==> config.mk <==
export PLATFORM = sky130hd
export DESIGN_NAME = clock_button_mode_sequencer_unit_flat
export DESIGN_NICKNAME = d
export VERILOG_FILES = /design/src/rtl/cbms_pkg.sv /design/src/rtl/cbms_if.sv /design/src/rtl/clock_button_mode_sequencer_unit.sv /design/src/flat_wrapper.sv
export SDC_FILE = /design/constraint.sdc
export NUM_CORES = 1
export LEC_CHECK = 0
export BUFFER_PORTS_ARGS = -buffer_cell sky130_fd_sc_hd__buf_2
export CAP_MARGIN = 20
export CORE_MARGIN = 1
export CORE_UTILIZATION = 54
export CTS_CLUSTER_DIAMETER = 80
export DETAILED_ROUTE_END_ITERATION = 12
export MAX_ROUTING_LAYER = met4
export PLACE_DENSITY = 0.85
export SLEW_MARGIN = 20
export SYNTH_ARGS = -nofsm -noshare
export SYNTH_HDL_FRONTEND = slang
export SYNTH_SLANG_ARGS = --single-unit
export TNS_END_PERCENT = 5
==> constraint.sdc <==
create_clock -name clk -period 3.07 [get_ports clk]
set_input_delay 0.4605 -clock clk [delete_from_list [all_inputs] [get_ports clk]]
set_output_delay 0.4605 -clock clk [all_outputs]
set_load 0.02 [all_outputs]
==> src/rtl/cbms_pkg.sv <==
// ============================================================================
// cbms_pkg
// Shared types, codes and digit-roll helpers for the clock button mode
// sequencer.
// ============================================================================
package cbms_pkg;

    localparam int HOUR_W   = 5;
    localparam int MINUTE_W = 6;
    localparam int MODE_W   = 4;
    localparam int COUNT_W  = 12;
    localparam int SPM_W    = 8;
    localparam int CFG_W    = 12;
    localparam int CFG_IDX_W = 1;

    localparam logic [COUNT_W-1:0] COUNT_MAX     = '1;
    localparam logic [SPM_W-1:0]   SPM_RESET     = SPM_W'(20);
    localparam logic [COUNT_W-1:0] HOLD_RESET    = COUNT_W'(2000);

    // Configuration register indexes.
    typedef enum logic [CFG_IDX_W-1:0] {
        CFG_SHORT_PRESS_MIN = 1'b0,
        CFG_HOLD_COUNT      = 1'b1
    } cfg_idx_t;

    // Mode codes. Exit codes are transient and never reported.
    typedef enum logic [MODE_W-1:0] {
        MODE_TIME       = 4'd0,
        MODE_HOUR_TENS  = 4'd1,
        MODE_HOUR_UNITS = 4'd2,
        MODE_MIN_TENS   = 4'd3,
        MODE_MIN_UNITS  = 4'd4,
        MODE_SETUP_EXIT = 4'd5,
        MODE_SECONDS    = 4'd6,
        MODE_SEC_EXIT   = 4'd7,
        MODE_STOPWATCH  = 4'd8,
        MODE_SW_CLEAR   = 4'd9
    } mode_t;

    function automatic logic [HOUR_W-1:0] roll_hour_tens(input logic [HOUR_W-1:0] h);
        logic [HOUR_W-1:0] r;
        if (h < HOUR_W'(14))
            r = h + HOUR_W'(10);
        else if (h < HOUR_W'(20))
            r = HOUR_W'(20);
        else
            r = h - HOUR_W'(20);
        return r;
    endfunction

    function automatic logic [HOUR_W-1:0] roll_hour_units(input logic [HOUR_W-1:0] h);
        logic              nine;
        logic [HOUR_W-1:0] r;
        // A units digit of nine on a 5-bit value means 9, 19 or 29.
        nine = (h == HOUR_W'(9)) || (h == HOUR_W'(19)) || (h == HOUR_W'(29));
        if (!nine && h < HOUR_W'(23))
            r = h + HOUR_W'(1);
        else if (h >= HOUR_W'(23))
            r = h - HOUR_W'(3);
        else
            r = h - HOUR_W'(9);
        return r;
    endfunction

    function automatic logic [MINUTE_W-1:0] roll_minute_tens(input logic [MINUTE_W-1:0] m);
        logic [MINUTE_W-1:0] r;
        if (m < MINUTE_W'(50))
            r = m + MINUTE_W'(10);
        else
            r = m - MINUTE_W'(50);
        return r;
    endfunction

    function automatic logic [MINUTE_W-1:0] roll_minute_units(input logic [MINUTE_W-1:0] m);
        logic                nine;
        logic [MINUTE_W-1:0] r;
        nine = (m == MINUTE_W'(9))  || (m == MINUTE_W'(19)) || (m == MINUTE_W'(29)) ||
               (m == MINUTE_W'(39)) || (m == MINUTE_W'(49)) || (m == MINUTE_W'(59));
        if (!nine)
            r = m + MINUTE_W'(1);
        else
            r = m - MINUTE_W'(9);
        return r;
    endfunction

endpackage

==> src/rtl/cbms_if.sv <==
// ============================================================================
// cbms_if
// Valid/ready channel interfaces for the button items and the results.
// ============================================================================
interface cbms_in_if;
    import cbms_pkg::*;

    logic                valid;
    logic                ready;
    logic                button_down;
    logic [HOUR_W-1:0]   current_hour;
    logic [MINUTE_W-1:0] current_minute;

    modport source (output valid, output button_down, output current_hour,
                    output current_minute, input ready);
    modport sink   (input valid, input button_down, input current_hour,
                    input current_minute, output ready);
endinterface

interface cbms_out_if;
    import cbms_pkg::*;

    logic                valid;
    logic                ready;
    logic [MODE_W-1:0]   mode_now;
    logic                tick_enable;
    logic                time_write;
    logic [HOUR_W-1:0]   new_hour;
    logic [MINUTE_W-1:0] new_minute;
    logic                clear_seconds;
    logic                clear_stopwatch;

    modport source (output valid, output mode_now, output tick_enable,
                    output time_write, output new_hour, output new_minute,
                    output clear_seconds, output clear_stopwatch, input ready);
    modport sink   (input valid, input mode_now, input tick_enable,
                    input time_write, input new_hour, input new_minute,
                    input clear_seconds, input clear_stopwatch, output ready);
endinterface

==> src/rtl/clock_button_mode_sequencer_unit.sv <==
// ============================================================================
// clock_button_mode_sequencer_unit
// Button timing and mode sequencing for a clock: short presses, holds,
// digit setting of hour and minute, seconds and stopwatch display.
// ============================================================================
//
//  Channel  | Direction | Handshake     | Carries
//  ---------+-----------+---------------+-------------------------------------
//  item     | in        | valid/ready   | button_down, current_hour/minute
//  result   | out       | valid/ready   | mode, tick enable, time load, clears
//  cfg      | in        | write enable  | short_press_min, hold_count
//
//  One transaction is accepted per clock cycle while the result channel is not
//  stalled. A transaction is held in the input register and then lands in the
//  result register, from which its result is offered on the result channel.
//  The press counter and mode register update with each loaded result, which
//  sets the rate at one item per cycle.
//  Reset clears the pipeline, sets time display with ticking enabled, and
//  loads the configuration defaults. A stalled result holds both stages; the
//  item channel keeps accepting as long as the result register can drain.
//
module clock_button_mode_sequencer_unit (
    input  logic                        clk,
    input  logic                        rst_n,
    cbms_in_if.sink                     item,
    cbms_out_if.source                  result,
    input  logic                        cfg_write,
    input  logic [cbms_pkg::CFG_IDX_W-1:0] cfg_index,
    input  logic [cbms_pkg::CFG_W-1:0]  cfg_data
);
    import cbms_pkg::*;

    // Configuration registers.
    logic [SPM_W-1:0]    spm_reg;
    logic [COUNT_W-1:0]  hold_reg;

    // Sequencer state.
    mode_t               mode_reg, mode_next;
    logic [COUNT_W-1:0]  count_reg, count_next;
    logic                tick_reg, tick_next;

    // Input stage.
    logic                s1_valid_reg;
    logic                s1_down_reg;
    logic [HOUR_W-1:0]   s1_hour_reg;
    logic [MINUTE_W-1:0] s1_min_reg;

    // Result stage.
    logic                out_valid_reg;
    mode_t               out_mode_reg;
    logic                out_tick_reg;
    logic                out_wr_reg, wr_next;
    logic [HOUR_W-1:0]   out_hour_reg, hour_next;
    logic [MINUTE_W-1:0] out_min_reg, min_next;
    logic                out_clr_sec_reg, clr_sec_next;
    logic                out_clr_sw_reg, clr_sw_next;

    // Handshake control.
    logic                advance;
    logic                load_out;
    logic                take_item;

    // Datapath intermediates.
    logic                count_inc;
    logic [COUNT_W-1:0]  count_step;
    logic                hold_hit;
    mode_t               mode_held;
    logic                short_press;

    // The result register frees up when it is empty or being taken; the input
    // register then moves forward, and so can accept a new transaction.
    assign advance    = !out_valid_reg || result.ready;
    assign load_out   = s1_valid_reg && advance;
    assign item.ready = !s1_valid_reg || advance;
    assign take_item  = item.valid && item.ready;

    // Press counter: counts while the button is down and saturates. A hold is
    // recognized only on the tick where the count steps onto hold_count, so
    // it fires once per press.
    always_comb
    begin
        count_inc   = s1_down_reg && (count_reg != COUNT_MAX);
        count_step  = count_inc ? count_reg + COUNT_W'(1) : count_reg;
        hold_hit    = count_inc && (count_step == hold_reg);
        mode_held   = hold_hit ? mode_t'(mode_reg + MODE_W'(1)) : mode_reg;
        // A release is a short press when the count lies strictly between
        // the two thresholds. The count is unchanged on a release tick.
        short_press = !s1_down_reg && (count_reg > {{(COUNT_W-SPM_W){1'b0}}, spm_reg})
                      && (count_reg < hold_reg);
        count_next  = s1_down_reg ? count_step : '0;
    end

    // Mode sequencing and digit rolls.
    always_comb
    begin
        mode_next    = mode_held;
        tick_next    = tick_reg;
        wr_next      = 1'b0;
        hour_next    = s1_hour_reg;
        min_next     = s1_min_reg;
        clr_sec_next = 1'b0;
        clr_sw_next  = 1'b0;
        case (mode_held)
            MODE_TIME:
            begin
                if (short_press)
                    mode_next = MODE_SECONDS;
            end
            MODE_HOUR_TENS:
            begin
                // Entering setup stops the timekeeper.
                tick_next = 1'b0;
                if (short_press)
                begin
                    hour_next = roll_hour_tens(s1_hour_reg);
                    wr_next   = 1'b1;
                end
            end
            MODE_HOUR_UNITS:
            begin
                if (short_press)
                begin
                    hour_next = roll_hour_units(s1_hour_reg);
                    wr_next   = 1'b1;
                end
            end
            MODE_MIN_TENS:
            begin
                if (short_press)
                begin
                    min_next = roll_minute_tens(s1_min_reg);
                    wr_next  = 1'b1;
                end
            end
            MODE_MIN_UNITS:
            begin
                if (short_press)
                begin
                    min_next = roll_minute_units(s1_min_reg);
                    wr_next  = 1'b1;
                end
            end
            MODE_SETUP_EXIT:
            begin
                // Holding past minute units leaves setup at once.
                clr_sec_next = 1'b1;
                tick_next    = 1'b1;
                mode_next    = MODE_TIME;
            end
            MODE_SECONDS:
            begin
                if (short_press)
                    mode_next = MODE_STOPWATCH;
            end
            MODE_STOPWATCH:
            begin
                if (short_press)
                    mode_next = MODE_TIME;
            end
            MODE_SW_CLEAR:
            begin
                // A hold in stopwatch display clears it and stays there.
                clr_sw_next = 1'b1;
                mode_next   = MODE_STOPWATCH;
            end
            default:
            begin
                // Holding past seconds display, or any unused code.
                mode_next = MODE_TIME;
            end
        endcase
    end

    // Control state, configuration and sequencer state.
    always_ff @(posedge clk or negedge rst_n)
    begin
        if (!rst_n)
        begin
            s1_valid_reg  <= 1'b0;
            out_valid_reg <= 1'b0;
            mode_reg      <= MODE_TIME;
            count_reg     <= '0;
            tick_reg      <= 1'b1;
            spm_reg       <= SPM_RESET;
            hold_reg      <= HOLD_RESET;
        end
        else
        begin
            if (item.ready)
                s1_valid_reg <= item.valid;
            if (advance)
                out_valid_reg <= s1_valid_reg;
            if (load_out)
            begin
                mode_reg  <= mode_next;
                count_reg <= count_next;
                tick_reg  <= tick_next;
            end
            if (cfg_write)
            begin
                case (cfg_idx_t'(cfg_index))
                    CFG_SHORT_PRESS_MIN: spm_reg  <= cfg_data[SPM_W-1:0];
                    CFG_HOLD_COUNT:      hold_reg <= cfg_data[COUNT_W-1:0];
                    default:             ;
                endcase
            end
        end
    end

    // Payload registers.
    always_ff @(posedge clk)
    begin
        if (take_item)
        begin
            s1_down_reg <= item.button_down;
            s1_hour_reg <= item.current_hour;
            s1_min_reg  <= item.current_minute;
        end
        if (load_out)
        begin
            out_mode_reg    <= mode_next;
            out_tick_reg    <= tick_next;
            out_wr_reg      <= wr_next;
            out_hour_reg    <= hour_next;
            out_min_reg     <= min_next;
            out_clr_sec_reg <= clr_sec_next;
            out_clr_sw_reg  <= clr_sw_next;
        end
    end

    assign result.valid           = out_valid_reg;
    assign result.mode_now        = out_mode_reg;
    assign result.tick_enable     = out_tick_reg;
    assign result.time_write      = out_wr_reg;
    assign result.new_hour        = out_hour_reg;
    assign result.new_minute      = out_min_reg;
    assign result.clear_seconds   = out_clr_sec_reg;
    assign result.clear_stopwatch = out_clr_sw_reg;

endmodule

==> src/flat_wrapper.sv <==
// flat-port wrapper written by rule: the top's interface ports become plain ports
module clock_button_mode_sequencer_unit_flat import cbms_pkg::*;
  (clk, rst_n, cfg_write, cfg_index, cfg_data, item_valid, item_button_down, item_current_hour, item_current_minute, item_ready, result_valid, result_mode_now, result_tick_enable, result_time_write, result_new_hour, result_new_minute, result_clear_seconds, result_clear_stopwatch, result_ready);
  cbms_in_if item_i ();
  cbms_out_if result_i ();
  input  logic clk;
  input  logic rst_n;
  input  logic cfg_write;
  input  logic [cbms_pkg::CFG_IDX_W-1:0] cfg_index;
  input  logic [cbms_pkg::CFG_W-1:0] cfg_data;
  input wire logic [$bits(item_i.valid)-1:0] item_valid;
  input wire logic [$bits(item_i.button_down)-1:0] item_button_down;
  input wire logic [$bits(item_i.current_hour)-1:0] item_current_hour;
  input wire logic [$bits(item_i.current_minute)-1:0] item_current_minute;
  output wire logic [$bits(item_i.ready)-1:0] item_ready;
  output wire logic [$bits(result_i.valid)-1:0] result_valid;
  output wire logic [$bits(result_i.mode_now)-1:0] result_mode_now;
  output wire logic [$bits(result_i.tick_enable)-1:0] result_tick_enable;
  output wire logic [$bits(result_i.time_write)-1:0] result_time_write;
  output wire logic [$bits(result_i.new_hour)-1:0] result_new_hour;
  output wire logic [$bits(result_i.new_minute)-1:0] result_new_minute;
  output wire logic [$bits(result_i.clear_seconds)-1:0] result_clear_seconds;
  output wire logic [$bits(result_i.clear_stopwatch)-1:0] result_clear_stopwatch;
  input wire logic [$bits(result_i.ready)-1:0] result_ready;
  assign item_i.valid = item_valid;
  assign item_i.button_down = item_button_down;
  assign item_i.current_hour = item_current_hour;
  assign item_i.current_minute = item_current_minute;
  assign item_ready = item_i.ready;
  assign result_valid = result_i.valid;
  assign result_mode_now = result_i.mode_now;
  assign result_tick_enable = result_i.tick_enable;
  assign result_time_write = result_i.time_write;
  assign result_new_hour = result_i.new_hour;
  assign result_new_minute = result_i.new_minute;
  assign result_clear_seconds = result_i.clear_seconds;
  assign result_clear_stopwatch = result_i.clear_stopwatch;
  assign result_i.ready = result_ready;
  clock_button_mode_sequencer_unit u_core (.clk(clk), .rst_n(rst_n), .item(item_i), .result(result_i), .cfg_write(cfg_write), .cfg_index(cfg_index), .cfg_data(cfg_data));
endmodule
== Yosys cells after proc, flatten, opt, wreduce, memory -nomap -nowiden ==
Index checks and enable logic that the tools add are counted.

* Logic and storage cells: 102
* Flip-flop bits (word level): 70

* Mux-type cells: 23
* Reduce and logical (&&, ||, !) cells: 24
* Bitwise logic cells: 1
* Equality and inequality tests: 19
* $add $sub $neg: 11
* Magnitude comparators: 7

{| class="wikitable"
|+ Operators with widths
! kind !! number
|-
| $mux 5 || 6
|-
| $mux 12 || 2
|-
| $mux 6 || 4
|-
| $pmux 4 s5 || 1
|-
| $eq 6x6->1 const B || 3
|-
| $mux 4 || 4
|-
| $add 12x1->12 const B || 1
|-
| $eq 12x12->1 || 1
|-
| $eq 4x3->1 const B || 3
|-
| $eq 6x5->1 const B || 2
|-
| $gt 12x8->1 || 1
|-
| $lt 12x12->1 || 1
|-
| $ne 12x12->1 const B || 1
|-
| $pmux 6 s2 || 1
|-
| $eq 5x5->1 const B || 2
|-
| $lt 5x5->1 const B || 2
|-
| $pmux 5 s2 || 1
|-
| $logic_or 1x1->1 || 9
|-
| $eq 4x2->1 const B || 2
|-
| $eq 4x4->1 const B || 2
|-
| $logic_and 1x1->1 || 7
|-
| $add 6x1->6 const B || 1
|-
| $add 6x4->6 const B || 1
|-
| $eq 6x4->1 const B || 1
|-
| 20 further kinds || 26
|}

== Depth between registers and ports, before layout ==
Gate-level depths: netlist (run 1).

* Depth in word-level cells: 9
* Depth in mapped cells: 12
* Gate-level depth less buffers: 11

== Worst setup path after synthesis (run 1) ==
OpenSTA, ideal clock, no wires.

* Path type: reg2reg
* Start point: register u_core.count_reg[0]
* End point: register u_core.out_min_reg[2] (netlist: u_core.result.new_minute[2]) (data pin)
* Required time: 2.811 ns
* Slack: -0.245 ns
* Stages on the path, launching flop included: 13
* Clock period less this slack: 3.315 ns
* Arrival time: 3.056 ns
* Cell sequence: dfrtp_1 ha_1 and3_4 buf_6 a2111o_1 o21ai_2 o211a_2 nand4_4 or3_1 buf_6 a22oi_4 o21ai_2 a211o_1

* Cells in the longest elaborated chain, start to end: 8
* Elaborated cells on any way between the ends: 16
* Classes of those cells: 1 x add/sub; 2 x order compare; 4 x eq/ne; 5 x mux; 4 x reduce/logical

{| class="wikitable"
|+ Ends and longest elaborated chain
! what !! RTL line !! RTL
|-
| start, declared || clock_button_mode_sequencer_unit.sv:39 || <nowiki>logic [COUNT_W-1:0] count_reg, count_next;</nowiki>
|-
| start signal, assigned || clock_button_mode_sequencer_unit.sv:196 || <nowiki>count_reg <= count_next;</nowiki>
|-
| branches (longest 7 deep; another with $add 12x1->12) || - ||
|-
| $pmux 6 s2 * || clock_button_mode_sequencer_unit.sv:103 || <nowiki>case (mode_held)</nowiki>
|-
| named net u_core.min_next[2] || clock_button_mode_sequencer_unit.sv:54 || <nowiki>logic [MINUTE_W-1:0] out_min_reg, min_next;</nowiki>
|-
| end signal, assigned || clock_button_mode_sequencer_unit.sv:225 || <nowiki>out_min_reg <= min_next;</nowiki>
|-
| end, declared || clock_button_mode_sequencer_unit.sv:54 ||
|}

Mark *: on every way through the listed nets, which the timed path passes.
A chain may end at the register's enable or synchronous reset.

== Worst setup path after layout (run 1) ==
* Start point: register u_core.count_reg[1]
* End point: register u_core.out_min_reg[5] (netlist: u_core.result.new_minute[5]) (data pin)

Same word-level chain as after synthesis.

==> results.json, run 1 <==
{
  "number_of_nets_in_the_layout": 707,
  "grt_antenna_before_repair": 1,
  "detail_route.first_pass.iterations": 5,
  "grt_max_degree": 40,
  "post_synth_num_cell_types": 73,
  "cts.reportedPaths.clkPinSlew_ns": 0.08,
  "numPortBuffers": 50,
  "outcome": "finished, final reports clean",
  "rsz0062_at_grt": "true",
  "critical_path.slowest_cell": "nor3_4",
  "synth.largest_area_cell": "edfxtp_1",
  "yosysWarnings": 0,
  "synth_edf_count": 31,
  "synth_sequential_area_ratio": 0.375,
  "met3_wirelength_um": 941,
  "core_area_um2": 9200,
  "ys.flop_type": "edfxtp_1",
  "share_of_cells_above_drive_strength_1": 0.288,
  "post_synth_inst_count": 547,
  "nFillCells": 702,
  "layout_worst_path_cycle_share": 1.00,
  "dp_hpwl_um": 9450,
  "multi_input_area_um2": 3080,
  "routedLengthMet1_um": 5360,
  "drt_first_iter_violations": 301,
  "ctsRootBufferMaster": "clkbuf_8",
  "clock_sinks": 70,
  "synth.avg_cell_area_um2": 9.35,
  "die_width_um": 99.3,
  "detailroute.via_count": 4681,
  "met2RoutedLength_um": 6200,
  "type_of_origin_of_the_critical_path": "register",
  "boundaryPins": 51,
  "std_cell_rows": 35,
  "netlist_top_cells_count": "58 x nand2_1, 39 x ha_1, 38 x o21ai_0, 35 x a21oi_1, 32 x inv_1",
  "worstPathArrival_ns": 3.19,
  "route.top_layer_used": "met4",
  "hold_path.class": "in2async",
  "clk_path_buf_depth": 2,
  "fmax_ghz": 0.326,
  "final_max_slew_viol_count": 0,
  "tritoncts": "done",
  "p_total_mw": 2.91,
  "timing.slew.headroom": 0.424,
  "placedCellCount": 737,
  "wl_per_cell_um": 17.1,
  "drtAntennaViolNets": 0,
  "postSynthRegisterBits": 70,
  "finalSetupViolCount": 0,
  "syn-cell-area_um2": 5110,
  "start_util": 0.556,
  "die-height_um": 99.3,
  "routability_congestion": 0.983,
  "critPathCaptureType": "register",
  "route.detailed.vias_per_inst": 6.20,
  "wp_data_required_ns": 3.19,
  "max-cap-violations": 0,
  "tritoncts.num_buffers": 9,
  "fin_cells": 755,
  "synth-async-reset-ratio": 0.557,
  "syn_to_final_growth_pct": 20.9,
  "ctsHtreeMaxLevel": 3,
  "peakVddDrop_uv": 283,
  "timing_worst_slew_pin_value_ns": 0.865,
  "grt_remaining_overflow": 0,
  "finalHoldViolations": 0,
  "grt_usage": 0.282,
  "finalCriticalPeriod_ns": 3.07,
  "post_cts_hold_buffer_count": 0,
  "vias_in_the_first_global_route": 4462,
  "wl_um": 12900,
  "path_max_fanout": 7,
  "ff_latch_area_um2": 1920,
  "skew_ns": 0.0149,
  "synth_nets": 616,
  "netlist.area_leader.share": 0.182,
  "grt_first_pass_wirelength_um": 21000,
  "criticalPathCategory": "reg2reg",
  "post-synth-top-count-cell": "nand2_1",
  "full_die_area_um2": 9860,
  "p_leak_nw": 2.67,
  "clk_latency_ns": 0.37,
  "critical_path.cell_chain": "ha_4 -> nand3_4 -> nor3_4 -> mux2i_4 -> o211a_4 -> nand4_4 -> or3_4 -> a22oi_4 -> o21ai_2 -> a211o_1",
  "power.density_cell_area_nw_per_um2": 470,
  "remaining_drc_errors": 0,
  "largest_cells_by_area_after_synthesis": "edfxtp_1 18%, dfrtp_1 15%, ha_1 9.5%, dfstp_2 4.6%, nand2_1 4.3%",
  "worst_path_largest_cell_delay_ns": 0.41
}
==> worst max-delay path, delay by kind of cell, from the launching register on <==
kind,cells,cell delay (ns)
AOI/OAI and AO/OA,4,0.89
adders and majority gates,1,0.18
DFF,1,0.40
muxes,1,0.36
and+or+nand+nor,4,0.99
==> metal layers <==
metal,global-route usage,up-vias
li1,-,2191
met1,0.348,2195
met2,0.445,250
met3,0.0548,45
met4,0.136,0
met5,-,-
==> kinds of logic (layout without fill, tap and decap cells) <==
| family | after synthesis | count (layout) | synth area share |
|---|---|---|---|
| mux | 25 | 25 | 0.0531 |
| compound gates | 148 | 148 | 0.196 |
| simple gates | 183 | 183 | 0.189 |
| buf+inv | 60 | 156 | 0.0531 |
| xor+xnor | 22 | 22 | 0.0377 |
| flops | 70 | 70 | 0.375 |
| fa+ha+maj | 39 | 39 | 0.0954 |
| other cells | 0 | 1 | 0 |
==> report_power, final <==
part,internal [mW],leakage (nW),switching [mW]
Sequential,1.10,0.771,0.113
Combinational,0.390,1.78,0.489
Clock,0.444,0.111,0.370
==> cell type report <==
type / count / share of cell area
sequential: 70 / 0.311
timing repair buffer: 107 / 0.112
antenna: 1 / 0.000405
inverter: 33 / 0.0200
clock inverter: 5 / 0.00871
tap: 111 / 0.0225
multi-input combinational: 417 / 0.499
clock buffer: 11 / 0.0263
==> timing repair <==
action,in CTS,in global routing
endpoints found under the setup margin,15,22
pin swaps,0,12
setup buffers,0,1
resized for setup,5,29
==> path summary, 6_finish.rpt <==
kind / start / endpoint / slack, ns / cells past startpoint
min: rst_n / u_core.hold_reg[3]$_DFFE_PN0P_ / 0.21 / 1
min reg2reg: u_core.spm_reg[2]$_DFFE_PN1P_ / u_core.spm_reg[2]$_DFFE_PN1P_ / 0.51 / 2
max: u_core.count_reg[1]$_DFFE_PN0P_ / u_core.result.new_minute[5]$_DFFE_PP_ / 0.001 / 10
max reg2reg: u_core.count_reg[1]$_DFFE_PN0P_ / u_core.result.new_minute[5]$_DFFE_PP_ / 0.001 / 10
max in group asynchronous: rst_n / u_core.count_reg[3]$_DFFE_PN0P_ / 2.27 / 1
min in group clk: item_current_hour[1] / u_core.s1_hour_reg[1]$_DFFE_PP_ / 0.26 / 1
==> cells in the final DEF, fill, tap and decap left out, drive strengths merged, types with 4 or more instances in the layout <==
cell	instances
nand2b	9
nor2	21
a21o	4
o21ai	42
nand3	28
nand4	11
xor2	6
and2	8
dfstp	9
buf	107
mux2	17
dfrtp	30
or3	6
o311ai	4
a211o	6
edfxtp	31
nand2	58
mux2i	8
a31oi	11
ha	39
nor3	10
and3	6
clkbuf	11
a22oi	6
o21a	4
xnor2	16
a21oi	36
nor2b	7
o31ai	5
inv	33
nor3b	4
and4	5
==> per-stage QoR <==
step | hold slack, ns | setup WS (ns) | TNS, ns | util | cell area (um2)
after floorplan | 0.165 | -0.0159 | -0.0318 | - | 5120
after global placement | 0.472 | 0.00869 | 0 | 0.630 | 5800
after detailed placement | 0.500 | -0.0945 | -0.345 | 0.630 | 5800
after CTS | 0.234 | -0.00546 | -0.0103 | 0.656 | 6040
after global routing | 0.254 | -0.107 | -0.845 | 0.672 | 6180
final | 0.207 | 0.00119 | 0 | 0.672 | 6180
No activity file was read; power rests on OpenSTA's default activity.
==> run 2: changes to the inputs <==
--- a/config.mk
+++ b/config.mk
@@ -7,7 +7,7 @@
 export LEC_CHECK = 0
 export BUFFER_PORTS_ARGS = -buffer_cell sky130_fd_sc_hd__buf_2
 export CAP_MARGIN = 20
-export CORE_MARGIN = 1
+export CORE_MARGIN = 2
 export CORE_UTILIZATION = 54
 export CTS_CLUSTER_DIAMETER = 80
 export DETAILED_ROUTE_END_ITERATION = 12
==> run 2 against run 1 <==
- the flow now finishes with violations (negative setup slack)
- sequential power is essentially flat
- sequential share of layout area down 0.63 points
- maximum frequency decreased by 0.14%
- sequential cell count unchanged
- non-clock buffer count increased by 13
- critical path type unchanged
- critical endpoint is now u_core.result.new_minute[2]$_DFFE_PP_
- largest cell class unchanged
==> results.json, run 2 (synthesis results as in run 1) <==
{
  "outcome": "finished, violations left",
  "violations": "negative setup slack",
  "worst_path_largest_cell_delay_ns": 0.51,
  "core_area_um2": 9200,
  "criticalPathCategory": "reg2reg",
  "wl_per_cell_um": 16.9,
  "timing.slew.headroom": 0.415,
  "finalCriticalPeriod_ns": 3.07,
  "syn_to_final_growth_pct": 23.4,
  "post-route-worst-setup-slack_ns": -0.00314,
  "boundaryPins": 51,
  "type_of_origin_of_the_critical_path": "register",
  "tritoncts": "done",
  "most_common_library_cell_in_the_layout_ignoring_fill_and_taps": "buf_4",
  "share_of_cells_above_drive_strength_1": 0.311,
  "die-height_um": 101,
  "grt_first_pass_wirelength_um": 21600,
  "number_of_nets_in_the_layout": 720,
  "worstReg2RegEnd": "u_core.result.new_minute[2]$_DFFE_PP_",
  "hold_path.class": "in2async",
  "critical_path.slowest_cell": "or3_4",
  "clk_latency_ns": 0.36,
  "antennaDiodeCount": 0,
  "ctsHtreeMaxLevel": 3,
  "grt_usage": 0.273,
  "clock_sinks": 70,
  "postPlaceCellArea_um2": 5830,
  "ctsRootBufferMaster": "clkbuf_8",
  "detailroute.via_count": 4586,
  "post-route-cell-area_um2": 6310,
  "remaining_drc_errors": 0,
  "drtAntennaViolNets": 0,
  "full_die_area_um2": 10300,
  "utilization": 0.686,
  "finalHoldViolations": 0,
  "die_width_um": 101,
  "vias_in_the_first_global_route": 4411,
  "routability_congestion": 0.958,
  "grt_antenna_before_repair": 0,
  "p_total_mw": 2.95,
  "timing.rr.start": "u_core.count_reg[5]$_DFFE_PN0P_",
  "timing_worst_slew_pin_value_ns": 0.878,
  "route.detailed.vias_per_inst": 5.98,
  "power.density_cell_area_nw_per_um2": 467,
  "final_cell_mix": "67 x buf_4, 57 x nand2_1, 50 x buf_2",
  "detail_route.first_pass.iterations": 5,
  "layout_worst_path_cycle_share": 1.00,
  "wp_data_required_ns": 3.18,
  "critPathCaptureType": "register",
  "tritoncts.num_buffers": 9,
  "peakVddDrop_uv": 347,
  "skew_ns": 0.0153,
  "reg2regPathDepth": 10,
  "dp_hpwl_um": 9500,
  "placement.setup.worst_slack_ns": -0.187,
  "final_max_slew_viol_count": 0,
  "wl_um": 13000,
  "fmax_ghz": 0.325,
  "std_cell_rows": 35,
  "worstPathArrival_ns": 3.18,
  "r2r_setup_slack_ns": -0.003,
  "critical_path.cell_chain": "nand4_4 -> buf_4 -> nor3_2 -> a311o_1 -> a21boi_4 -> nand4_1 -> or3_4 -> a22oi_4 -> o21ai_2 -> a211o_1",
  "numPortBuffers": 50,
  "cts.reportedPaths.clkPinSlew_ns": 0.08,
  "max-cap-violations": 0,
  "path_max_fanout": 5,
  "p_leak_nw": 2.73,
  "drt_first_iter_violations": 252,
  "grt_remaining_overflow": 0,
  "start_util": 0.556,
  "rsz0062_at_grt": "true",
  "clk_path_buf_depth": 2,
  "finalSetupViolCount": 1,
  "grt_max_degree": 40
}
==> run 2: worst max path at each step <==
stage / end / start / depth (start not counted)
floorplan: u_core.result.new_minute[5]$_DFFE_PP_ / u_core.count_reg[0]$_DFFE_PN0P_ / 12
global placement: u_core.result.new_minute[5]$_DFFE_PP_ / u_core.count_reg[5]$_DFFE_PN0P_ / 10
detailed placement: u_core.result.new_minute[4]$_DFFE_PP_ / u_core.count_reg[1]$_DFFE_PN0P_ / 12
CTS: u_core.result.new_minute[3]$_DFFE_PP_ / u_core.count_reg[1]$_DFFE_PN0P_ / 11
global route: u_core.result.new_hour[2]$_DFFE_PP_ / u_core.count_reg[0]$_DFFE_PN0P_ / 10
finish: u_core.result.new_minute[2]$_DFFE_PP_ / u_core.count_reg[5]$_DFFE_PN0P_ / 10
==> run 2: critical path: cells and delay by family (launching register included) <==
family / cells / cell delay (ns)
DFF: 1 / 0.45
AOI/OAI and AO/OA: 5 / 1.12
and+or+nand+nor: 4 / 1.09
buffers and inverters: 1 / 0.18
==> run 2: what timing repair did <==
item,4_1_cts,5_1_grt
pin swaps,3,15
hold buffers,0,0
buffers inserted,4,4
endpoints found under the setup margin,20,23
gates resized for setup,9,36
==> run 2: final cells by class <==
type	instances	area, um2
multi-input combinational	417	3130
fill	687	2890
sequential	70	1920
timing repair buffer	120	787
tap	111	139
clock buffer	10	128
inverter	33	124
clock inverter	6	86.3
==> run 2: metal layers <==
layer,global-route usage,vias to the layer above,share of wire
met1,0.366,2181,0.44
met2,0.437,171,0.48
li1,-,2210,-
met3,0.0386,24,0.059
met5,-,-,0
met4,0.0748,0,0.017
==> run 2: power by group <==
| part | total [mW] | leakage (nW) | switching (mW) | internal [mW] |
|---|---|---|---|---|
| clock network | 0.825 | 0.0962 | 0.370 | 0.455 |
| registers | 1.21 | 0.770 | 0.114 | 1.10 |
| logic | 0.909 | 1.87 | 0.491 | 0.418 |
| total | 2.95 | 2.73 | 0.975 | 1.97 |
==> run 2: metrics by stage <==
stage	hold WS [ns]	setup TNS [ns]	std cells
2_1_floorplan	0.165	-0.0318	547
3_3_place_gp	0.472	-0.367	743
3_5_place_dp	0.480	-1.41	743
4_1_cts	0.253	-0.00617	763
5_1_grt	0.269	-0.970	767
6_report	0.216	-0.00314	767
==> run 3: changes to the inputs <==
--- a/config.mk
+++ b/config.mk
@@ -7,12 +7,14 @@
 export LEC_CHECK = 0
 export BUFFER_PORTS_ARGS = -buffer_cell sky130_fd_sc_hd__buf_2
 export CAP_MARGIN = 20
-export CORE_MARGIN = 2
+export CORE_MARGIN = 5
 export CORE_UTILIZATION = 54
 export CTS_CLUSTER_DIAMETER = 80
 export DETAILED_ROUTE_END_ITERATION = 12
+export GPL_TIMING_DRIVEN = 0
 export MAX_ROUTING_LAYER = met4
 export PLACE_DENSITY = 0.85
+export RECOVER_POWER = 25
 export SLEW_MARGIN = 20
 export SYNTH_ARGS = -nofsm -noshare
 export SYNTH_HDL_FRONTEND = slang
==> run 3 against run 2 <==
- the run ends with max-capacitance violations, max-slew violations, negative setup slack left
- maximum frequency is 6.4% lower
- setup slack worse by 0.21 ns
- utilization is 1.1 points lower
- largest power group unchanged
==> results.json, run 3 (synthesis results as in run 1) <==
{
  "cp-startpoint": "u_core.count_reg[0]$_DFFE_PN0P_",
  "numPortBuffers": 50,
  "syn_to_final_growth_pct": 22.1,
  "reg2regPathDepth": 10,
  "criticalPathCategory": "reg2reg",
  "p_total_mw": 2.96,
  "placedCellCount": 726,
  "finalSetupViolCount": 15,
  "core_area_um2": 9240,
  "boundaryPins": 51,
  "dp_hpwl_um": 9130,
  "peakVddDrop_uv": 272,
  "routability_congestion": 0.949,
  "share_of_cells_above_drive_strength_1": 0.283,
  "grt_usage": 0.239,
  "hold_path_startpoint": "item_current_minute[0]",
  "rsz0062_at_grt": "true",
  "outcome": "finished, violations left",
  "power.density_cell_area_nw_per_um2": 475,
  "tritoncts.num_buffers": 9,
  "path_max_fanout": 6,
  "grt_first_pass_wirelength_um": 21400,
  "die_width_um": 107,
  "hold_path.class": "in2reg",
  "grt_remaining_overflow": 0,
  "route.detailed.vias_per_inst": 6.14,
  "wl_um": 14000,
  "nFillCells": 696,
  "clk_latency_ns": 0.36,
  "min_path_cells": 1,
  "grt_antenna_before_repair": 0,
  "grt_max_degree": 40,
  "finalHoldViolations": 0,
  "final_max_slew_viol_count": 40,
  "finalCriticalPeriod_ns": 3.28,
  "number_of_nets_in_the_layout": 710,
  "type_of_origin_of_the_critical_path": "register",
  "die-height_um": 107,
  "fmax_ghz": 0.304,
  "most_common_library_cell_in_the_layout_ignoring_fill_and_taps": "nand2_1",
  "start_util": 0.553,
  "timing.slew.headroom": -0.422,
  "skew_ns": 0.0121,
  "post-route-worst-setup-slack_ns": -0.215,
  "tritoncts": "done",
  "critPathCaptureType": "register",
  "wl_per_cell_um": 18.1,
  "std_cell_rows": 35,
  "ctsRootBufferMaster": "clkbuf_8",
  "min_delay_worst_endpoint": "u_core.s1_min_reg[0]$_DFFE_PP_",
  "worstPathArrival_ns": 3.48,
  "final_cell_mix": "57 x nand2_1, 49 x buf_2, 38 x ha_1",
  "post_cts_hold_buffer_count": 0,
  "violations": "max-capacitance violations, max-slew violations, negative setup slack",
  "drtAntennaViolNets": 0,
  "clk_path_buf_depth": 2,
  "fin_cells": 775,
  "antennaDiodeCount": 0,
  "remaining_drc_errors": 0,
  "timing_worst_slew_pin_value_ns": 2.13,
  "wp_data_required_ns": 3.26,
  "cts.reportedPaths.clkPinSlew_ns": 0.08,
  "max-cap-violations": 1,
  "detailroute.via_count": 4758,
  "ctsHtreeMaxLevel": 3,
  "full_die_area_um2": 11500,
  "clock_sinks": 70,
  "vias_in_the_first_global_route": 4515,
  "worstReg2RegEnd": "u_core.result.new_minute[3]$_DFFE_PP_",
  "r2r_setup_slack_ns": -0.21,
  "drt_first_iter_violations": 552,
  "p_leak_nw": 2.64,
  "detail_route.first_pass.iterations": 5,
  "timing.rr.start": "u_core.count_reg[0]$_DFFE_PN0P_",
  "layout_worst_path_cycle_share": 1.07
}
==> run 3: cell types whose count changed in the layout (fill, tap and decap cells not counted), sizes merged <==
| cell | before | now |
|---|---|---|
| buf | 120 | 91 |
| clkbuf | 10 | 31 |
| clkinvlp | 3 | 0 |
| bufinv | 2 | 1 |
| clkinv | 2 | 3 |
| inv | 32 | 33 |
==> run 3: what timing repair did <==
item	4_1_cts	5_1_grt
resized for setup	26	36
endpoints found under the setup margin	24	23
cloned	0	0
setup buffers	23	13
pin swaps	12	22
==> run 3: critical path, stage by stage, from the launching register on <==
cell and delay, ns:
dfrtp_2 0.41, buf_4 0.16, nand4_1 0.22, a311oi_1 0.41
o21ai_0 0.19, a21oi_1 0.25, nand3_1 0.22, nor2_1 0.35
mux2_2 0.46, a221o_1 0.34, o2111ai_1 0.10
==> run 3: metal layers <==
metal  vias up  GRT usage  share of wire
met5         -          -              0
met4         0     0.0904          0.039
met3        67     0.0414          0.081
met2       263      0.385           0.48
met1      2225      0.302           0.40
li1       2203          -              -
==> run 3: report_power, final <==
| group | leakage [nW] | switching, mW | internal (mW) |
|---|---|---|---|
| sequential | 0.765 | 0.0864 | 1.10 |
| combinational | 1.76 | 0.538 | 0.394 |
| clock | 0.118 | 0.374 | 0.470 |
==> run 3: worst max-delay path by stage <==
stage | end | slack (ns) | cells after the start
floorplan | u_core.result.new_minute[5]$_DFFE_PP_ | -0.02 | 12
global placement | u_core.result.new_minute[2]$_DFFE_PP_ | -0.40 | 11
detailed placement | u_core.result.new_minute[5]$_DFFE_PP_ | -0.49 | 12
CTS | u_core.result.new_minute[5]$_DFFE_PP_ | -0.15 | 11
global route | u_core.result.new_minute[3]$_DFFE_PP_ | -0.37 | 10
finish | u_core.result.new_minute[3]$_DFFE_PP_ | -0.21 | 10
==> run 3: area by class of cell <==
type / count / area (um2) / area share
multi-input cells: 417 / 3130 / 0.502
flip-flops and latches: 70 / 1920 / 0.308
repair buffers: 86 / 534 / 0.0856
clock buffers: 12 / 176 / 0.0283
well taps: 129 / 161 / 0.0259
plain buffers: 24 / 140 / 0.0224
inverters: 33 / 124 / 0.0198
clock inverters: 4 / 50.0 / 0.00802
==> run 3: per-stage QoR <==
step	TNS [ns]	worst slack (ns)	hold slack [ns]	cell area, um2	util
2_1_floorplan	-0.0318	-0.0159	0.165	5120	-
3_3_place_gp	-5.10	-0.405	0.469	5530	0.599
3_5_place_dp	-6.90	-0.488	0.497	5540	0.599
4_1_cts	-0.695	-0.149	0.250	6010	0.650
5_1_grt	-4.06	-0.373	0.260	6240	0.676
6_report	-1.60	-0.215	0.271	6240	0.676
